**config.mk**
```make
export PLATFORM = sky130hd
export DESIGN_NAME = islf_divider
export DESIGN_NICKNAME = d
export VERILOG_FILES = /design/src/hw/rtl/ising_lattice_spin_flip_engine_core_assert.svh /design/src/hw/rtl/islf_pkg.sv /design/src/hw/rtl/islf_divider.sv
export SDC_FILE = /design/constraint.sdc
export NUM_CORES = 1
export LEC_CHECK = 0
export ABC_CLOCK_PERIOD_IN_PS = 2500
export BUFFER_PORTS_ARGS = -buffer_cell sky130_fd_sc_hd__buf_4
export CELL_PAD_IN_SITES_DETAIL_PLACEMENT = 0
export CELL_PAD_IN_SITES_GLOBAL_PLACEMENT = 1
export CORE_ASPECT_RATIO = 1.1
export CORE_MARGIN = 1
export CORE_UTILIZATION = 42
export CTS_CLUSTER_SIZE = 12
export DETAILED_ROUTE_END_ITERATION = 7
export PLACE_DENSITY = 0.89
export SLEW_MARGIN = 20
export SYNTH_ARGS = -nofsm -noshare
export SYNTH_HDL_FRONTEND = slang
export SYNTH_SLANG_ARGS = --single-unit
export TNS_END_PERCENT = 10
```
**constraint.sdc**
```tcl
create_clock -name clock -period 2.5 [get_ports clock]
set_input_delay 0.125 -clock clock [delete_from_list [all_inputs] [get_ports clock]]
set_output_delay 0.125 -clock clock [all_outputs]
set_load 0.02 [all_outputs]
```
**src/hw/rtl/ising_lattice_spin_flip_engine_core_assert.svh**
```systemverilog
// ----------------------------------------------------------------------------
// Ising spin-flip engine assertion macros
// Shared property forms for the engine's concurrent checks.
// ----------------------------------------------------------------------------
`ifndef ISING_LATTICE_SPIN_FLIP_ENGINE_CORE_ASSERT_SVH
`define ISING_LATTICE_SPIN_FLIP_ENGINE_CORE_ASSERT_SVH

// same-cycle implication
`define ISLF_ASSERT_NOW(lbl, clk, rst, a, b, msg) \
   lbl: assert property (@(posedge clk) disable iff (rst) (a) |-> (b)) else $error(msg);

// next-cycle implication
`define ISLF_ASSERT_NEXT(lbl, clk, rst, a, b, msg) \
   lbl: assert property (@(posedge clk) disable iff (rst) (a) |=> (b)) else $error(msg);

`endif

```
**src/hw/rtl/islf_pkg.sv**
```systemverilog
// ----------------------------------------------------------------------------
// Ising spin-flip engine package
// Shared constants, command codes and divider interface types.
// ----------------------------------------------------------------------------
package islf_pkg;

   localparam int MAX_SITES = 65536;
   localparam int MAX_DIM   = 4;
   localparam int ADDR_W    = 16;
   localparam int CNT_W     = 17;   // holds MAX_SITES itself
   localparam int SIDE_W    = 9;
   localparam int DIM_W     = 3;

   localparam logic [2:0] CMD_LOAD    = 3'd0;
   localparam logic [2:0] CMD_RECOMP  = 3'd1;
   localparam logic [2:0] CMD_PROPOSE = 3'd2;
   localparam logic [2:0] CMD_ACCEPT  = 3'd3;
   localparam logic [2:0] CMD_REJECT  = 3'd4;

   localparam logic REG_SIDE = 1'b0;
   localparam logic REG_DIM  = 1'b1;

   typedef struct packed {
      logic                start;
      logic [ADDR_W-1:0]   dividend;
      logic [CNT_W-1:0]    divisor;
   } div_req_type;

   typedef struct packed {
      logic                done;
      logic [ADDR_W-1:0]   quot;
      logic [CNT_W-1:0]    rem;
   } div_rsp_type;

endpackage

```
**src/hw/rtl/islf_divider.sv**
```systemverilog
// ----------------------------------------------------------------------------
// Ising engine divider
// Restoring divider, one quotient bit per cycle, quotient and remainder.
// ----------------------------------------------------------------------------
module islf_divider (
   input  logic                  clock,
   input  logic                  reset,
   input  islf_pkg::div_req_type req,
   output islf_pkg::div_rsp_type rsp
);

   logic                        busy_ff, busy_in;
   logic                        done_ff, done_in;
   logic [4:0]                  cnt_ff, cnt_in;
   logic [islf_pkg::CNT_W-1:0]  rem_ff, rem_in;
   logic [islf_pkg::ADDR_W-1:0] quo_ff, quo_in;
   logic [islf_pkg::CNT_W-1:0]  dvs_ff, dvs_in;
   logic [islf_pkg::CNT_W-1:0]  trial;

   always_comb begin
      busy_in = busy_ff;
      done_in = 1'b0;
      cnt_in  = cnt_ff;
      rem_in  = rem_ff;
      quo_in  = quo_ff;
      dvs_in  = dvs_ff;
      trial   = {rem_ff[islf_pkg::CNT_W-2:0], quo_ff[islf_pkg::ADDR_W-1]};
      if (req.start) begin
         busy_in = 1'b1;
         cnt_in  = 5'(islf_pkg::ADDR_W);
         rem_in  = '0;
         quo_in  = req.dividend;
         dvs_in  = req.divisor;
      end else if (busy_ff) begin
         // shift in one dividend bit, subtract where it fits
         if (trial >= dvs_ff) begin
            rem_in = trial - dvs_ff;
            quo_in = {quo_ff[islf_pkg::ADDR_W-2:0], 1'b1};
         end else begin
            rem_in = trial;
            quo_in = {quo_ff[islf_pkg::ADDR_W-2:0], 1'b0};
         end
         cnt_in = cnt_ff - 5'd1;
         if (cnt_ff == 5'd1) begin
            busy_in = 1'b0;
            done_in = 1'b1;
         end
      end
   end

   always_ff @(posedge clock) begin
      if (reset) begin
         busy_ff <= 1'b0;
         done_ff <= 1'b0;
         cnt_ff  <= '0;
      end else begin
         busy_ff <= busy_in;
         done_ff <= done_in;
         cnt_ff  <= cnt_in;
      end
      rem_ff <= rem_in;
      quo_ff <= quo_in;
      dvs_ff <= dvs_in;
   end

   assign rsp.done = done_ff;
   assign rsp.quot = quo_ff;
   assign rsp.rem  = rem_ff;

endmodule

```
==> impl_metrics.ini, run 1 <==
[place]
pre_cts_slack_ns = 0.03537
hpwl_um = 5184
dp_cells = 461
port_buffers = 69
dpl_cell_area_sq_um = 3890
gp_congestion = 0.9138

[clock_tree]
clockBufferDepth = 2
cts_max_level = 3
cts_num_sinks = 57
cts.clk_slew.worst_paths_ns = 0.07
cts_buffers = 9
clkLatencyLatePin_ns = 0.34
cts_tree = done
root_buffer = clkbuf_8
post_cts_buffers = 0

[grt]
grt_max_degree = 36
first_global_vias = 2558
grt_pass1_wl_um = 11560
met3_usage_pct = 6.708
antenna_found_initial = 0
grt_util_met1_pct = 22.04
top_usage_layer = met2
gr-usage-all-layers_pct = 18.80
gr-usage-met2_pct = 31.79
overflow = 0

[min_path]
whs_endpoint = quo_ff[9]
hp-class = input port to register
min_from = req[26]
hold_depth = 2

[synth]
syn-num-nets = 359
synthArstFlopShare_pct = 0
avgSynthCellArea_sq_um = 10.58
synth_top_area_share_pct = 30.91
synth_ff_type = edfxtp_1
ys_warn_count = 0
ys_seq_area_share_pct = 45.90
synth.most_common_cell = edfxtp_1
netlist_area_sq_um = 3206
synth.distinct_cells = 53
ys_seq_elements = 57
synth_top_cell_by_area = edfxtp_1
synth_edf_count = 33
ys_top_cells_by_area = edfxtp_1 31%, dfxtp_1 15%, ha_1 7.4%
yosys-top-cells-count = 33 x edfxtp_1, 26 x inv_1, 24 x dfxtp_1, 24 x nand2_1, 20 x nor2_1
synthCells = 303

[timing]
final.setup.worst_slack_ns = 0.04889
worstMarginPinSlew_ns = 0.4988
fin_crit_sh_pct = 98.04
slew_violations = 0
setup_tns_ns = 0
skew_ns = 0.007294
hold_viol = 0
slew_headroom_pct = 66.62
rsz0062_at_grt = true
setup_viol = 0
fin_crit_ns = 2.451
max_freq_ghz = 0.4080

[flow_run]
drv_cap = 0

[layout]
syn_to_final_growth_pct = 33.61
stdcell_area_sq_um = 4283
utilization_pct = 57.63
drive_gt1_share_pct = 30.88
final_nets = 459
nFillCells = 666
antenna_cells = 0
final-instance-count-excl-fill = 495

[worst_setup_path]
critPathSlowestCell = ha_2
worst-path-max-fanout = 14
reg2reg_to = rem_ff[8]
crit_path_start_kind = register
reg2reg_setup_slack_ns = 0.05
r2r-start = dvs_ff[4]
critical_path_class = register to register
crit_chain = inv_1 > ha_2 > nand3_1 > o21bai_1 > and2_4 > o21ai_2 > a221oi_4 > buf_12 > or3_1 > a311oi_1
crit_path_end_kind = register
worstPathArrival_ns = 2.70
worst_r2r_path_depth = 10
crit_required_ns = 2.75
max_stage_delay_ns = 0.37

[power]
leakage_nw = 1.934
peakVddDrop_mv = 0.4005
power.density_nw_per_um2 = 596.0

[route]
routed_wl_um = 7094
drt_pass1_iterations = 4
ant_nets = 0
drt_iter0_drc = 152
viasPerCell = 5.255
wire_per_inst_um = 14.33
num_vias = 2601
drc = 0

[die]
die_x_um = 85.30
die_h_um = 93.63
num_io_pins = 70
dieArea_sq_um = 7986
core_sq_um = 7432
rows = 33
initial_core_util_pct = 43.13

[run_status]
status = complete, no violations
## power breakdown
part           leakage (nW)  total [mW]  switching [mW]  internal [mW]
sequential            0.524        1.12          0.0458           1.07
combinational          1.32       0.610           0.312          0.298
clock                0.0897       0.823           0.370          0.453
total                  1.93        2.55           0.728           1.82
## per-layer routing
layer | wire length (um) | vias to the layer above | part of all wire (%)
met2 | 3491 | 68 | 49
met3 | 416 | 9 | 5.9
met5 | 0 | - | 0
met1 | 3067 | 1227 | 43
li1 | - | 1297 | -
met4 | 118 | 0 | 1.7
## through the flow
| stage | hold WS, ns | total power, mW |
|---|---|---|
| finish | 0.08590 | 2.553 |
| global route | 0.06828 | 2.682 |
| CTS | 0.06803 | 2.571 |
| detailed placement | 0.3043 | 1.719 |
| global placement | 0.3041 | 1.708 |
| floorplan | 0.1974 | 1.504 |
## kinds of logic (layout without fill, tap and decap cells)
| family | count (synthesis) | count (layout) | synth area share [%] |
|---|---|---|---|
| muxes | 27 | 27 | 9.055 |
| AOI/OAI and AO/OA | 64 | 64 | 14.72 |
| DFF | 57 | 57 | 45.90 |
| buffers and inverters | 41 | 146 | 5.620 |
| adders and majority gates | 20 | 20 | 8.041 |
| and+or+nand+nor | 76 | 76 | 11.75 |
| xor gates and xnor gates | 18 | 18 | 4.918 |
## state kept, by name, indices dropped and copies added (netlist names)
signal and flops:
done_ff 1, dvs_ff 17, cnt_ff 5, rem_ff 17, quo_ff 16, busy_ff 1
## cell usage in the layout, fill, tap and decap left out, types with 10 or more instances in the layout
master,Yosys,layout
buf_4,2,84
edfxtp_1,33,33
inv_1,26,26
nand2_1,24,24
dfxtp_1,24,24
nor2_1,20,20
dlygate4sd3_1,0,18
ha_1,19,17
mux2_2,15,15
mux2i_1,11,11
a21oi_1,10,10
a211oi_1,10,10
## how the worst max path moves through the flow
stage	from	to	slack [ns]	depth (start not counted)
finish	dvs_ff[4]	rem_ff[8]	0.05	10
detailed placement	dvs_ff[1]	rem_ff[1]	0.04	10
global route	dvs_ff[4]	rem_ff[8]	-0.08	10
CTS	dvs_ff[1]	rem_ff[1]	0.02	10
global placement	dvs_ff[3]	rem_ff[1]	0.12	10
floorplan	rem_ff[11]	rem_ff[8]	0.19	10
## cell type report
| class | count | area (sq um) | area share [%] |
|---|---|---|---|
| Multi-Input combinational cell | 205 | 1577 | 36.81 |
| Sequential cell | 57 | 1471 | 34.36 |
| Timing Repair Buffer | 104 | 842.1 | 19.66 |
| Clock buffer | 10 | 127.6 | 2.980 |
| Tap cell | 87 | 108.9 | 2.542 |
| Inverter | 26 | 97.59 | 2.279 |
| Clock inverter | 6 | 58.81 | 1.373 |
## repair_timing
| item | in CTS | in global routing |
|---|---|---|
| endpoints found under the hold margin | 22 | 0 |
| hold buffers | 18 | 0 |
| gates resized for setup | 0 | 5 |
| setup endpoints to repair | 0 | 9 |
## worst max-delay path, delay by kind of cell, from the launching register on
family,cells,cell delay [ns]
and+or+nand+nor,3,0.65
AOI/OAI and AO/OA,4,0.80
buffers and inverters,2,0.21
adders and majority gates,1,0.37
DFF,1,0.32
No activity file was read; power rests on OpenSTA's default activity.
==> run 2: changes to the inputs <==
--- a/config.mk
+++ b/config.mk
@@ -5,13 +5,14 @@
 export SDC_FILE = /design/constraint.sdc
 export NUM_CORES = 1
 export LEC_CHECK = 0
+export ABC_AREA = 1
 export ABC_CLOCK_PERIOD_IN_PS = 2500
 export BUFFER_PORTS_ARGS = -buffer_cell sky130_fd_sc_hd__buf_4
 export CELL_PAD_IN_SITES_DETAIL_PLACEMENT = 0
 export CELL_PAD_IN_SITES_GLOBAL_PLACEMENT = 1
 export CORE_ASPECT_RATIO = 1.1
 export CORE_MARGIN = 1
-export CORE_UTILIZATION = 42
+export CORE_UTILIZATION = 40
 export CTS_CLUSTER_SIZE = 12
 export DETAILED_ROUTE_END_ITERATION = 7
 export PLACE_DENSITY = 0.89
==> run 2 against run 1 <==
Net effect:
- flip-flop and latch count is the same
- synthesized cell count is 59% higher
- largest cell class unchanged
- non-clock buffer count decreased by 12
- die area grew 17%
- largest power group unchanged
- fmax increased by 15%
- via count is 24% higher
- critical endpoint is now rem_ff[14]
- cell count increased by 39%
- sequential power is essentially flat
- highest routed layer unchanged
==> impl_metrics.ini, run 2 <==
[run_status]
status = complete, no violations

[timing]
rsz0062_at_grt = false
fin_crit_ns = 2.122
hold_viol = 0
max_freq_ghz = 0.4712
fin_crit_sh_pct = 84.89
final.setup.worst_slack_ns = 0.3777
skew_ns = 0.01266
slew_headroom_pct = 58.30
setup_viol = 0
worstMarginPinSlew_ns = 0.6249
setup_tns_ns = 0
slew_violations = 0
worst_hold_slack_ns = 0.04078

[synth]
synth_top_area_share_pct = 27.66
yosys-top-cells-count = 190 x nand2_1, 72 x inv_1, 33 x edfxtp_1
synth_ff_type = edfxtp_1
synth.most_common_cell = nand2_1
synth_top_cell_by_area = edfxtp_1
avgSynthCellArea_sq_um = 7.447
synthArstFlopShare_pct = 0
ys_warn_count = 0
syn-num-nets = 537
synth.distinct_cells = 35
synth_edf_count = 33
ys_top_cells_by_area = edfxtp_1 28%, nand2_1 20%, dfxtp_1 13%
ys_seq_area_share_pct = 41.08
ys_seq_elements = 57
netlist_area_sq_um = 3582
synthCells = 481

[clock_tree]
cts_buffers = 9
cts_tree = done
clockBufferDepth = 2
post_cts_buffers = 0
cts_max_level = 3
cts_num_sinks = 57
root_buffer = clkbuf_8
clkLatencyLatePin_ns = 0.35
cts.clk_slew.worst_paths_ns = 0.07

[place]
hpwl_um = 6344
dpl_cell_area_sq_um = 4210
gp_congestion = 0.8739
pre_cts_slack_ns = 0.3969
port_buffers = 69
dp_cells = 656

[min_path]
hp-class = input port to register
hold_depth = 3
min_from = req[24]
whs_endpoint = quo_ff[7]

[power]
leakage_nw = 2.453
peakVddDrop_mv = 0.3113
total_power_mw = 2.356
power.switching_uw = 648.3
pwr-share-comb_pct = 16.3
internal_power_mw = 1.708
power.density_nw_per_um2 = 513.5
power.share.clock_pct = 37.5
seq_power_share_pct = 46.2
switching_share_pct = 27.52

[worst_setup_path]
r2r-start = quo_ff[15]
worst-path-max-fanout = 4
worstPathArrival_ns = 2.37
critical_path_class = register to register
worst_r2r_path_depth = 15
crit_path_start_kind = register
crit_required_ns = 2.74
reg2reg_to = rem_ff[14]
crit_path_end_kind = register
reg2reg_setup_slack_ns = 0.38

[route]
ant_nets = 0
drt_pass1_iterations = 4
drt_iter0_drc = 115
viasPerCell = 4.664
drc = 0
num_vias = 3218
wire_per_inst_um = 12.46
routed_wl_um = 8594

[grt]
gr-usage-met2_pct = 33.18
gr-usage-all-layers_pct = 19.72
first_global_vias = 3113
grt_pass1_wl_um = 14300
grt_util_met1_pct = 24.14
overflow = 0
grt_max_degree = 20
antenna_found_initial = 0
met3_usage_pct = 5.556
top_usage_layer = met2

[die]
num_io_pins = 70
initial_core_util_pct = 41.95
die_h_um = 101.3
dieArea_sq_um = 9338
rows = 35
die_x_um = 92.23
core_sq_um = 8539

[layout]
layout_common_cells = 190 x nand2_1, 74 x buf_4, 72 x inv_1
mostFrequentLayoutCell = nand2_1
antenna_cells = 0
stdcell_area_sq_um = 4588
syn_to_final_growth_pct = 28.08
nFillCells = 837
reg.largest.list = dvs_ff x17, rem_ff x17, quo_ff x16
final_nets = 630
final-instance-count-excl-fill = 690
utilization_pct = 53.73
drive_gt1_share_pct = 20.21

[flow_run]
drv_cap = 0
## run 2: metal layers
| layer | vias up | wire length, um |
|---|---|---|
| met1 | 1419 | 3866 |
| met4 | 0 | 136 |
| li1 | 1697 | - |
| met5 | - | 0 |
| met2 | 89 | 4034 |
| met3 | 13 | 557 |
## run 2: area by class of cell
type | instances | area, sq um | share of cell area [%]
sequential | 57 | 1471 | 32.07
clock inverter | 5 | 56.30 | 1.227
multi-input combinational | 339 | 1763 | 38.42
clock buffer | 11 | 141.4 | 3.082
inverter | 75 | 281.5 | 6.136
timing repair buffer | 92 | 735.7 | 16.03
tap | 111 | 138.9 | 3.027
## run 2: what timing repair did
| action | in CTS | in global routing |
|---|---|---|
| resized for setup | 0 | 0 |
| hold buffers | 18 | 0 |
| hold endpoints to repair | 18 | 0 |
## run 2: logic make-up after synthesis
logic type      after synthesis  synth area share, %
fa+ha+maj                    20                7.195
simple gates                294                37.41
buf+inv                      85                9.710
flops                        57                41.08
xor+xnor                      8                1.956
compound gates               17                2.655
## run 2: how the worst max path moves through the flow
stage	startpoint	end	slack [ns]	depth (start not counted)
floorplan	quo_ff[15]	rem_ff[10]	0.54	15
global placement	quo_ff[15]	rem_ff[14]	0.41	15
detailed placement	quo_ff[15]	rem_ff[14]	0.40	15
CTS	quo_ff[15]	rem_ff[14]	0.38	15
global route	quo_ff[15]	rem_ff[14]	0.20	15
finish	quo_ff[15]	rem_ff[14]	0.38	15
## run 2: worst max-delay path: stages, from the launching register on
cell and delay (ns):
edfxtp_1 0.37, inv_1 0.07, ha_1 0.22, fa_1 0.41
inv_1 0.08, nand2_1 0.05, nand2_1 0.12, nand3_1 0.08
nand2_1 0.17, nand2_1 0.12, nand2_1 0.08, nand2_1 0.04
nand2_1 0.06, nand2_1 0.04, nand3_1 0.07, nand2_1 0.05
## run 2: power by group through the flow
stage               Combinational, mW  Sequential, mW  Clock, mW
floorplan                       0.187            1.14          0
global placement                0.361            1.11          0
detailed placement              0.363            1.11          0
CTS                             0.386            1.09      0.903
global route                    0.425            1.10      0.955
finish                          0.383            1.09      0.883
